**src/hw/rtl/wmed_pkg.sv**
```systemverilog
`default_nettype none
package wmed_pkg;

  localparam int unsigned DefMaxHeight   = 128;
  localparam int unsigned DefMaxWidth    = 128;
  localparam int unsigned DefMaxChannels = 4;
  localparam int unsigned DefMaxWindow   = 7;

  localparam int unsigned SampleW = 8;
  localparam int unsigned RegIdxW = 3;

  localparam logic [RegIdxW-1:0] RegHeight  = 3'd0;
  localparam logic [RegIdxW-1:0] RegWidth   = 3'd1;
  localparam logic [RegIdxW-1:0] RegChans   = 3'd2;
  localparam logic [RegIdxW-1:0] RegWindow  = 3'd3;
  localparam logic [RegIdxW-1:0] RegBorder  = 3'd4;
  localparam logic [RegIdxW-1:0] RegFill    = 3'd5;

  localparam logic [1:0] BorderConst     = 2'd0;
  localparam logic [1:0] BorderReflect   = 2'd1;
  localparam logic [1:0] BorderReplicate = 2'd2;
  localparam logic [1:0] BorderWrap      = 2'd3;

  typedef enum logic [2:0] {
    StIdle,
    StAddr,
    StRead,
    StLoad,
    StCount,
    StDone
  } state_e;

  // Control from the sequencer to the bit-serial rank counter.
  typedef struct packed {
    logic clear;
    logic load;
    logic shift;
  } rank_ctrl_t;

endpackage
`default_nettype wire

```
**src/hw/rtl/wmed_rank.sv**
```systemverilog
`default_nettype none
// Bit-serial median select: finds the sample of rank n/2 by deciding the
// result one bit per cycle while shift is asserted, MSB first, over the stored window samples.
module wmed_rank
  import wmed_pkg::*;
#(
  parameter int unsigned NumSamples = 49
) (
  input  wire logic               clk_i,
  input  wire logic               rst_ni,
  input  wire rank_ctrl_t         ctrl_i,
  input  wire logic [5:0]         load_idx_i,
  input  wire logic [SampleW-1:0] load_val_i,
  input  wire logic [5:0]         count_i,
  output logic [SampleW-1:0]      median_o
);
  localparam int unsigned CntW = $clog2(NumSamples + 1);

  logic [SampleW-1:0] samp_q [NumSamples];
  logic [NumSamples-1:0] act_q, act_d;
  logic [SampleW-1:0] res_q, res_d;
  logic [CntW-1:0] rank_q, rank_d;
  logic [NumSamples-1:0] zero_bits;
  logic [CntW-1:0] zeros;

  always_ff @(posedge clk_i) begin
    if (ctrl_i.load) begin
      samp_q[load_idx_i[CntW-1:0]] <= load_val_i;
    end else if (ctrl_i.shift) begin
      for (int i = 0; i < NumSamples; i++) begin
        samp_q[i] <= {samp_q[i][SampleW-2:0], 1'b0};
      end
    end
  end

  always_comb begin
    zero_bits = '0;
    for (int i = 0; i < NumSamples; i++) begin
      zero_bits[i] = act_q[i] & ~samp_q[i][SampleW-1];
    end
    zeros = CntW'($countones(zero_bits));
  end

  always_comb begin
    act_d  = act_q;
    res_d  = res_q;
    rank_d = rank_q;
    if (ctrl_i.clear) begin
      for (int i = 0; i < NumSamples; i++) begin
        act_d[i] = (6'(i) < count_i);
      end
      rank_d = CntW'(count_i >> 1);
      res_d  = '0;
    end else if (ctrl_i.shift) begin
      if (rank_q < zeros) begin
        act_d = act_q & zero_bits;
        res_d = {res_q[SampleW-2:0], 1'b0};
      end else begin
        act_d  = act_q & ~zero_bits;
        rank_d = rank_q - zeros;
        res_d  = {res_q[SampleW-2:0], 1'b1};
      end
    end
  end

  always_ff @(posedge clk_i or negedge rst_ni) begin
    if (!rst_ni) begin
      act_q  <= '0;
      res_q  <= '0;
      rank_q <= '0;
    end else begin
      act_q  <= act_d;
      res_q  <= res_d;
      rank_q <= rank_d;
    end
  end

  assign median_o = res_q;
endmodule
`default_nettype wire

```
**config.mk**
```make
export PLATFORM = sky130hd
export DESIGN_NAME = wmed_rank
export DESIGN_NICKNAME = d
export VERILOG_FILES = /design/src/hw/rtl/wmed_pkg.sv /design/src/hw/rtl/wmed_rank.sv
export SDC_FILE = /design/constraint.sdc
export NUM_CORES = 1
export LEC_CHECK = 0
export BUFFER_PORTS_ARGS = -buffer_cell sky130_fd_sc_hd__buf_2
export CORE_MARGIN = 2
export CORE_UTILIZATION = 35
export CTS_CLUSTER_DIAMETER = 40
export DETAILED_ROUTE_END_ITERATION = 16
export GPL_ROUTABILITY_DRIVEN = 0
export PLACE_DENSITY = 0.53
export SKIP_CTS_REPAIR_TIMING = 1
export SYNTH_ARGS = -nofsm -noshare
export SYNTH_HDL_FRONTEND = slang
export SYNTH_SLANG_ARGS = --single-unit
```
**constraint.sdc**
```tcl
create_clock -name clk_i -period 6.6 [get_ports clk_i]
set_input_delay 0.33 -clock clk_i [delete_from_list [all_inputs] [get_ports clk_i]]
set_output_delay 0.33 -clock clk_i [all_outputs]
set_load 0.01 [all_outputs]
```
# Yosys cells after proc, flatten, opt, wreduce, memory -nomap -nowiden
# Memory sizes are Yosys's and may differ from the RTL's.
# Cells that the tools add are included.
# classes
n_mux	17
n_bitwise	101
reduce_logical	3
add_sub_neg	49
order_cmp	50
n_eq_ne	1
# op_table
operator	n
$mux W49	3
$lt A6 B6 Y1 const A	17
$and A49 B49 Y49	2
$lt A5 B6 Y1 const A	16
$and A1 B1 Y1	49
$not A1 Y1	49
$not A49 Y49	1
$add A1 B1 Y2	24
$lt A4 B6 Y1 const A	8
$add A2 B2 Y3	12
$add A3 B3 Y4	6
$lt A3 B6 Y1 const A	4
$mux W6	4
$mux W8	3
$add A4 B4 Y5	3
$lt A1 B6 Y1 const A	2
$lt A2 B6 Y1 const A	2
$reduce_or A8 Y1	1
$mux W1	7
$add A5 B1 Y6	1
$add A5 B5 Y6	1
$add A6 B6 Y6	1
$lt A6 B6 Y1	1
$sub A6 B6 Y6	1
3 further kinds	3
# word_totals
output_inout_bits	8
inputBits	25
n_memories	1
wordCells	225
ram_bits	392
reg_bits	63
# memory_table
name	depth	width	rd	rd_clocked_by_memory_dff	write_ports	line_no	source
samp_q	49	8	49	0	49	wmed_rank.sv:19	logic [SampleW-1:0] samp_q [NumSamples];

# Depth between registers and ports, before layout
# Gate-level depths: netlist (run 1).
# depth
ltp_word	12
mapped_depth	26
ltp_nobuf	24

# Least setup slack after synthesis (run 1)
# No wires, ideal clock.
# synth_path
path_kind	reg-to-reg
from	memory samp_q[17][7]
to	register act_q[32]
n_path_buf	2
setup_slack_ps	-396
synth_period_minus_slack_ps	6996
setup_time_ps	124
t_arrival_ps	6872
t_required_ps	6476
stages_incl_launch_ff	22
path_cell_list	edfxtp_1 -> nand2b_1 -> fa_1 -> fa_1 -> inv_1 -> fa_1 -> inv_1 -> fa_1 -> fa_1 -> fa_1 -> inv_1 -> fa_1 -> fa_1 -> inv_1 -> fa_1 -> fa_1 -> a211o_1 -> a211o_2 -> o21a_4 -> buf_6 -> buf_6 -> a211o_1
# synth_rtl
element	line_no	source
start, declared	wmed_rank.sv:19	
end signal, assigned	wmed_rank.sv:72	act_q <= act_d;
end, declared	wmed_rank.sv:20	logic [NumSamples-1:0] act_q, act_d;

==> flow_metrics.tcl, run 1 <==
set metrics [dict create \
    outcome "finished with violations" \
    failed_checks "setup timing" \
    fin_setup_tns_ns -20.11 \
    first_global_vias 14100 \
    rows 91 \
    critical_path_peak_fanout 8 \
    min_period_over_period_pct 107 \
    dieWidth_um 254 \
    route.vias.total 14400 \
    route.final.wire_length_mm 55.9 \
    post_route_cells_drive_above_1_share_pct 23.3 \
    worst-setup-path-type "flop to flop" \
    slew-limit-headroom_pct 22.5 \
    floorplan.io_pins 33 \
    htreeDepth 3 \
    met1_length_mm 27.0 \
    critical_path.endpoint_type "flop" \
    globalRoute.totalOverflow 0 \
    crit_arrival_ns 7.50 \
    cts_tree "built" \
    synth-main-ff-cell "edfxtp_1" \
    layout_cells_excl_fill 2647 \
    async_flop_share_pct 13.8 \
    post_synth_main_area_contributors "edfxtp_1, a22o_1, dfrtp_1" \
    max_slew.worst_pin.slew_ns 1.16 \
    grt_start_max_net_pins 217 \
    synthDominantCellAreaShare_pct 47.2 \
    final_nets 1817 \
    timing.fmax_ghz 0.142 \
    dp.cells 2469 \
    worst_ep_required_time_ns 7.06 \
    highest-signal-layer "met5" \
    syn_avg_cell_area_um2 12.9 \
    finish.utilization_pct 42.5 \
    period_needed_ns 7.04 \
    number_of_antenna_violations_at_the_first_check_in_global_routing 8 \
    synth_common_cells "a22o_1, edfxtp_1, nor2_1" \
    clock_pin_transition_on_the_worst_setup_and_hold_timing_paths_ns 0.05 \
    placement.io_buffers 32 \
    synth_enable_flop_cells 343 \
    timing.final.setup_violations 56 \
    drv_cap 0 \
    hold_wc_path_type "primary input to flop" \
    postSynthRegisterBits 455 \
    crit_start "samp_q[41][7]$_DFFE_PP_" \
    critical_path.reg2reg.startpoint "samp_q[41][7]$_DFFE_PP_" \
    syn-cell-area_mm2 0.0218 \
    design.core.area_mm2 0.0617 \
    die_area_mm2 0.0644 \
    rsz0062_at_grt "yes" \
    synth_area_leader_cell "edfxtp_1" \
    antenna_left 0 \
    area.growth.synth_to_final_pct 20.1 \
    detailedPlacementHpwl_mm 31.7 \
    number_of_max_slew_violations_in_the_final_report 0 \
    grt_first_pass_wirelength_mm 84.7 \
    routed-wl-met3_mm 2.80 \
    ys_seq_area_share_pct 58.9 \
    cts_buffer_depth 3 \
    setup_slack_ns -0.441 \
    clock_insertion_delay_worst_skew_ns 0.64 \
    drt_pass1_iterations 5 \
    clk_root_buffer_cell "clkbuf_16" \
    skew_final_ns 0.0296 \
    avgViaCountPerCell 5.45 \
    synth_cell_types 61 \
    place_ws_ns -0.480 \
    crit_path_start_kind "flop" \
    die_h_um 254 \
    post_synth_inst_count 1687 \
    hold_path.startpoint "ctrl_i[2]" \
    dr.first_iter.drc_count 1378 \
    tritoncts.num_buffers 85 \
    net_count_after_synthesis 1768 \
    route.detailed.wl_per_inst_um 21.1 \
    initial_utilization_pct 35.4 \
    cts_sinks 455 \
    timing_hold_violations_final 0 \
    ys.warnings.count 0 \
    grtUsageTotal_pct 17.1 \
    drc 0 \
    dr_wl_met2_mm 24.5 \
]
==> cell usage in the layout, fill, tap and decap left out, drive strengths merged, types with 29 or more instances in the layout <==
cell type / n
a22o: 343
mux2i: 66
nand2: 45
or2: 52
edfxtp: 343
clkbuf: 97
fa: 41
buf: 101
a21oi: 29
inv: 70
dfxtp: 49
dfrtp: 63
nor2: 159
nor2b: 37
o21ai: 37
==> metal layers <==
| metal | vias to the layer above | global-route usage (%) |
|---|---|---|
| li1 | 6568 | - |
| met1 | 7345 | 25.1 |
| met5 | - | 0 |
| met4 | 10 | 5.70 |
| met2 | 383 | 25.1 |
| met3 | 116 | 3.66 |
==> area by class of cell <==
type                    instances  area (um2)
diodes                          1        2.50
clock buffers                  96        2250
clock inverters                64         767
fillers                      5746       35500
inverters                      50         188
multi-input cells            1041        8330
flip-flops and latches        455       12900
well taps                     837        1050
repair buffers                103         778
==> worst max-delay path, stage by stage (launching register included) <==
cell and delay (ns):
edfxtp_1 0.40, nand2b_4 0.16, fa_1 0.54, inv_1 0.05
fa_1 0.50, inv_2 0.04, fa_1 0.54, fa_1 0.46
fa_1 0.51, fa_1 0.49, inv_1 0.05, fa_1 0.46
fa_2 0.37, inv_2 0.07, fa_2 0.46, fa_2 0.35
a211o_1 0.32, a211o_4 0.39, o21ai_4 0.20, clkbuf_16 0.26
and4_1 0.21, a311oi_2 0.05
==> state kept, by name (all words and copies together) (netlist names) <==
signal and flops:
samp_q 392, act_q 49, median_o 8, rank_q 6
==> cell families (layout without fill, tap and decap cells) <==
| logic type | after synthesis | in the layout | share of synthesized area, % |
|---|---|---|---|
| AND/OR/NAND/NOR | 427 | 427 | 10.5 |
| multiplexers | 66 | 66 | 3.03 |
| AO/OA/AOI/OAI | 474 | 479 | 18.3 |
| flip-flops | 455 | 455 | 58.9 |
| buffers and inverters | 196 | 313 | 4.12 |
| adder cells (fa/ha/maj) | 56 | 56 | 4.62 |
| other | 0 | 1 | 0 |
| XOR/XNOR | 13 | 13 | 0.522 |
==> metrics by stage <==
step	area, um2	hold WS (ns)
after floorplan	21900	0.0344
after global placement	22800	0.473
after detailed placement	22800	0.484
after CTS	25900	-0.0511
after global routing	26200	0.202
final	26200	0.184
==> worst paths after layout <==
| path | to | slack [ns] | depth (start not counted) |
|---|---|---|---|
| hold / removal | rank_q[4]$_DFFE_PN0P_ | 0.18 | 2 |
| setup reg to reg | act_q[9]$_DFFE_PN0P_ | -0.44 | 21 |
| hold reg to reg | samp_q[19][0]$_SDFFE_PP0P_ | 0.49 | 2 |
| max in group asynchronous | rank_q[0]$_DFFE_PN0P_ | 5.50 | 3 |
| setup / recovery | act_q[9]$_DFFE_PN0P_ | -0.44 | 21 |
| min in group asynchronous | median_o[6]$_DFFE_PN0P_ | 0.43 | 3 |
Power of run 1 is not shown: default switching activity piles up to over one toggle a cycle in this logic, so the estimate is an artifact.
==> run 2: changes to the inputs <==
--- a/config.mk
+++ b/config.mk
@@ -7,11 +7,11 @@
 export LEC_CHECK = 0
 export BUFFER_PORTS_ARGS = -buffer_cell sky130_fd_sc_hd__buf_2
 export CORE_MARGIN = 2
-export CORE_UTILIZATION = 35
+export CORE_UTILIZATION = 57
 export CTS_CLUSTER_DIAMETER = 40
 export DETAILED_ROUTE_END_ITERATION = 16
 export GPL_ROUTABILITY_DRIVEN = 0
-export PLACE_DENSITY = 0.53
+export PLACE_DENSITY = 0.78
 export SKIP_CTS_REPAIR_TIMING = 1
 export SYNTH_ARGS = -nofsm -noshare
 export SYNTH_HDL_FRONTEND = slang
==> run 2 against run 1 <==
The run still ends with setup timing left. Via count is 0.72% higher. First-iteration DRC count is 20% higher. Final area is 5.5% lower. Largest cell class unchanged.
==> flow_metrics.tcl, run 2 (synthesized netlist as in run 1, its figures left out) <==
set metrics [dict create \
    dr.first_iter.drc_count 1660 \
    drt_pass1_iterations 5 \
    route.vias.total 14500 \
    min_period_over_period_pct 107 \
    timing_hold_violations_final 0 \
    clock_pin_transition_on_the_worst_setup_and_hold_timing_paths_ns 0.06 \
    critical_path.reg2reg.startpoint "samp_q[37][7]$_DFFE_PP_" \
    slew-limit-headroom_pct 38.0 \
    largest-register "samp_q" \
    timing.fmax_ghz 0.142 \
    rsz0062_at_grt "yes" \
    post_route_cells_drive_above_1_share_pct 20.5 \
    first_global_vias 13900 \
    critical_path.endpoint_type "flop" \
    worst_ep_required_time_ns 7.08 \
    tritoncts.num_buffers 58 \
    max_slew.worst_pin.slew_ns 0.921 \
    hold_wc_path_type "primary input to flop" \
    timing.final.setup_violations 56 \
    fillers 2739 \
    design.core.area_mm2 0.0377 \
    hold_path.startpoint "count_i[2]" \
    grt_start_max_net_pins 198 \
    rows 71 \
    placement.io_buffers 32 \
    number_of_antenna_violations_at_the_first_check_in_global_routing 1 \
    crit_path_start_kind "flop" \
    area.growth.synth_to_final_pct 13.5 \
    min_path_cells 3 \
    outcome "finished with violations" \
    skew_final_ns 0.0242 \
    detailedPlacementHpwl_mm 29.5 \
    num_antenna_cells 0 \
    failed_checks "setup timing" \
    cts_sinks 455 \
    globalRoute.totalOverflow 0 \
    drv_cap 0 \
    period_needed_ns 7.05 \
    final_nets 1786 \
    cts_tree "built" \
    route.final.wire_length_mm 51.0 \
    clock_insertion_delay_worst_skew_ns 0.62 \
    crit_arrival_ns 7.54 \
    worst-setup-path-type "flop to flop" \
    route.detailed.wl_per_inst_um 22.5 \
    worst_setup_path_endpoint "act_q[48]$_DFFE_PN0P_" \
    drc 0 \
    layout.cells.most_common_list "a22o_1, edfxtp_1, nor2_1" \
    grt_first_pass_wirelength_mm 78.8 \
    r2r-end "act_q[48]$_DFFE_PN0P_" \
    detailed_place.area_mm2 0.0224 \
    setup_slack_ns -0.454 \
    initial_utilization_pct 57.9 \
    antenna_left 0 \
    reg2reg_slack_ns -0.45 \
    largest_register_ffs 392 \
    cts_buffer_depth 3 \
    critical_path_peak_fanout 8 \
    reg2regPathDepth 21 \
    grtUsageTotal_pct 25.6 \
    die_h_um 200 \
    clk_root_buffer_cell "clkbuf_16" \
    die_area_mm2 0.0399 \
    fin_area_mm2 0.0248 \
    avgViaCountPerCell 6.41 \
    htreeDepth 2 \
    crit_start "samp_q[37][7]$_DFFE_PP_" \
    number_of_max_slew_violations_in_the_final_report 0 \
    dieWidth_um 200 \
    floorplan.io_pins 33 \
]
==> run 2: changes by cell type in the layout (fill, tap and decap cells not counted), moves of 5 or more <==
cell / change
buf_4: -7
clkbuf_16: -28
clkinv_4: -5
clkinvlp_4: -7
inv_6: -6
==> run 2: metrics by stage <==
| stage | util (%) | setup TNS [ns] | instances | setup WS (ns) | hold slack [ns] |
|---|---|---|---|---|---|
| finish | 65.8 | -19.31 | 2266 | -0.454 | 0.167 |
| global placement | 59.5 | -12.85 | 2137 | -0.320 | 0.472 |
| detailed placement | 59.5 | -18.66 | 2137 | -0.431 | 0.485 |
| CTS | 64.8 | -20.06 | 2247 | -0.465 | -0.0628 |
| floorplan | - | -1.36 | 1687 | -0.0747 | 0.0344 |
| global route | 65.8 | -30.24 | 2266 | -0.663 | 0.170 |
==> run 2: worst max-delay path, stage by stage, from the launching register on <==
cell      delay [ns]
edfxtp_1        0.42
nor2b_1         0.18
fa_1            0.49
fa_1            0.57
inv_1           0.06
fa_1            0.52
fa_1            0.45
fa_1            0.50
fa_1            0.49
inv_1           0.05
fa_1            0.46
fa_2            0.37
inv_2           0.07
fa_2            0.46
fa_2            0.36
a211o_1         0.33
a211o_4         0.37
o21ai_4         0.08
buf_12          0.17
buf_6           0.10
nor3b_2         0.03
or3_1           0.38
==> run 2: layout make-up <==
| class | count | area [um2] | share of cell area [%] |
|---|---|---|---|
| clock buffer | 71 | 1550 | 6.26 |
| clock inverter | 39 | 448 | 1.81 |
| inverter | 50 | 188 | 0.758 |
| multi-input combinational | 1039 | 8290 | 33.5 |
| sequential | 455 | 12900 | 51.9 |
| tap | 511 | 639 | 2.58 |
| timing repair buffer | 101 | 792 | 3.20 |
==> run 2: worst min path at each step <==
stage                                      end  slack [ns]
finish                   rank_q[1]$_DFFE_PN0P_        0.17
global placement     samp_q[4][0]$_SDFFE_PP0P_        0.47
global route             rank_q[1]$_DFFE_PN0P_        0.17
detailed placement  samp_q[47][0]$_SDFFE_PP0P_        0.49
floorplan                 act_q[0]$_DFFE_PN0P_        0.03
CTS                       act_q[3]$_DFFE_PN0P_       -0.06
==> run 2: per-layer routing <==
metal | GRT usage (%) | up-vias | wire [um]
li1 | - | 6477 | -
met1 | 36.7 | 7297 | 21300
met5 | 0 | - | 13
met4 | 9.22 | 2 | 1730
met2 | 38.8 | 635 | 23600
met3 | 5.45 | 115 | 4280
Power of run 2 is left out for the same reason.
==> run 3: changes to the inputs <==
--- a/config.mk
+++ b/config.mk
@@ -6,12 +6,14 @@
 export NUM_CORES = 1
 export LEC_CHECK = 0
 export BUFFER_PORTS_ARGS = -buffer_cell sky130_fd_sc_hd__buf_2
+export CELL_PAD_IN_SITES_DETAIL_PLACEMENT = 1
+export CELL_PAD_IN_SITES_GLOBAL_PLACEMENT = 1
 export CORE_MARGIN = 2
-export CORE_UTILIZATION = 57
+export CORE_UTILIZATION = 48
 export CTS_CLUSTER_DIAMETER = 40
 export DETAILED_ROUTE_END_ITERATION = 16
 export GPL_ROUTABILITY_DRIVEN = 0
-export PLACE_DENSITY = 0.78
+export PLACE_DENSITY = 0.79
 export SKIP_CTS_REPAIR_TIMING = 1
 export SYNTH_ARGS = -nofsm -noshare
 export SYNTH_HDL_FRONTEND = slang
==> run 3 against run 2 <==
The flow finishes with violations (hold timing, setup timing). Cell count increased by 5.2%. Sequential cell count unchanged. Register-to-register slack got worse by 0.08 ns. Critical path type unchanged.
==> flow_metrics.tcl, run 3 (synthesized netlist as in run 1, its figures left out) <==
set metrics [dict create \
    route.vias.total 14900 \
    skew_final_ns 0.0244 \
    cts_buffer_depth 3 \
    hold_wc_path_type "primary input to async pin" \
    htreeDepth 3 \
    largest_register_ffs 392 \
    clk_root_buffer_cell "clkbuf_16" \
    design.core.area_mm2 0.0451 \
    initial_utilization_pct 48.4 \
    dieWidth_um 217 \
    min_period_over_period_pct 108 \
    worst_ep_required_time_ns 7.13 \
    worst-setup-path-type "flop to flop" \
    route.final.wire_length_mm 60.1 \
    route.detailed.wl_per_inst_um 25.2 \
    number_of_antenna_violations_at_the_first_check_in_global_routing 1 \
    avgViaCountPerCell 6.26 \
    crit_arrival_ns 7.66 \
    grtUsageTotal_pct 24.8 \
    final_nets 1804 \
    rows 78 \
    fin_area_mm2 0.0254 \
    antenna_left 0 \
    drc 0 \
    period_needed_ns 7.13 \
    first_global_vias 15400 \
    rsz0062_at_grt "yes" \
    drt_pass1_iterations 7 \
    critical_path.endpoint_type "flop" \
    num_antenna_cells 0 \
    cts_tree "built" \
    setup_slack_ns -0.533 \
    layout.cells.most_common_list "a22o_1, edfxtp_1, nor2_1" \
    globalRoute.totalOverflow 0 \
    timing.final.setup_violations 56 \
    tritoncts.num_buffers 72 \
    timing_hold_violations_final 39 \
    detailedPlacementHpwl_mm 33.3 \
    largest-register "samp_q" \
    post_route_cells_drive_above_1_share_pct 22.2 \
    crit_path_start_kind "flop" \
    die_area_mm2 0.0472 \
    worstPathCellList "nor2b_1, fa_1, fa_1, inv_1, fa_1, fa_1, fa_1, fa_1, inv_2, fa_1, fa_2, inv_2, fa_2, inv_2, a21o_1, a21oi_2, xor2_1, ha_1, o21a_1, a211o_4, buf_4, o21a_4, or3_1, nand3_2" \
    fillers 4409 \
    die_h_um 217 \
    grt_first_pass_wirelength_mm 90.4 \
    placement.io_buffers 32 \
    max_slew.worst_pin.slew_ns 0.960 \
    dr.first_iter.drc_count 1531 \
    critical-path-max-stage-delay_ns 0.55 \
    clock_pin_transition_on_the_worst_setup_and_hold_timing_paths_ns 0.06 \
    failed_checks "hold timing, setup timing" \
    path_common_cell "fa_1" \
    critical_path_peak_fanout 11 \
    fin_worst_hold_slack_ns -0.0333 \
    drv_cap 0 \
    slew-limit-headroom_pct 36.0 \
    clock_insertion_delay_worst_skew_ns 0.61 \
    grt_start_max_net_pins 199 \
    area.growth.synth_to_final_pct 16.5 \
    number_of_max_slew_violations_in_the_final_report 0 \
    detailed_place.area_mm2 0.0225 \
    timing.fmax_ghz 0.140 \
    outcome "finished with violations" \
    cpMaxStageDelayCell "fa_1" \
    reg2reg_slack_ns -0.53 \
    cts_sinks 455 \
    floorplan.io_pins 33 \
]
==> run 3: cell type report <==
cell class | instances | area, um2 | area share (%)
timing repair buffer | 105 | 793 | 3.12
clock inverter | 53 | 664 | 2.61
clock buffer | 81 | 1850 | 7.26
sequential | 455 | 12900 | 50.6
multi-input combinational | 1039 | 8340 | 32.8
tap | 600 | 751 | 2.95
inverter | 50 | 188 | 0.738
==> run 3: worst max-delay path, delay by kind of cell, from the launching register on <==
kind / cells / cell delay (ns)
AND/OR/NAND/NOR: 3 / 0.73
flip-flops: 1 / 0.42
adder cells (fa/ha/maj): 10 / 4.36
AO/OA/AOI/OAI: 5 / 1.00
XOR/XNOR: 1 / 0.19
buffers and inverters: 5 / 0.39
==> run 3: per-layer routing <==
metal,track usage [%],routed length (um),vias up
met5,0,0,-
met4,9.73,1990,0
met1,34.1,25700,7782
met2,39.0,28900,509
met3,4.68,3520,116
li1,-,-,6519
==> run 3: final timing paths <==
check,start,end,cells after the start
worst max-delay path,samp_q[35][7]$_DFFE_PP_,act_q[37]$_DFFE_PN0P_,24
worst min-delay path,rst_ni,median_o[5]$_DFFE_PN0P_,2
worst max register to register,samp_q[35][7]$_DFFE_PP_,act_q[37]$_DFFE_PN0P_,24
worst min register to register,samp_q[11][0]$_SDFFE_PP0P_,samp_q[11][0]$_SDFFE_PP0P_,2
max in group asynchronous,rst_ni,act_q[28]$_DFFE_PN0P_,2
min in group clk_i,ctrl_i[2],rank_q[4]$_DFFE_PN0P_,2
==> run 3: through the flow <==
stage | TNS, ns | hold WS [ns] | cells | setup WS [ns] | utilization (%)
2_1_floorplan | -1.36 | 0.0344 | 1687 | -0.0747 | -
3_3_place_gp | -16.05 | 0.473 | 2232 | -0.401 | 50.0
3_5_place_dp | -25.39 | 0.487 | 2232 | -0.580 | 50.0
4_1_cts | -28.16 | -0.0177 | 2366 | -0.631 | 55.6
5_1_grt | -35.56 | 0.0243 | 2383 | -0.744 | 56.4
6_report | -23.60 | -0.0333 | 2383 | -0.533 | 56.4
Power of run 3 is left out for the same reason.
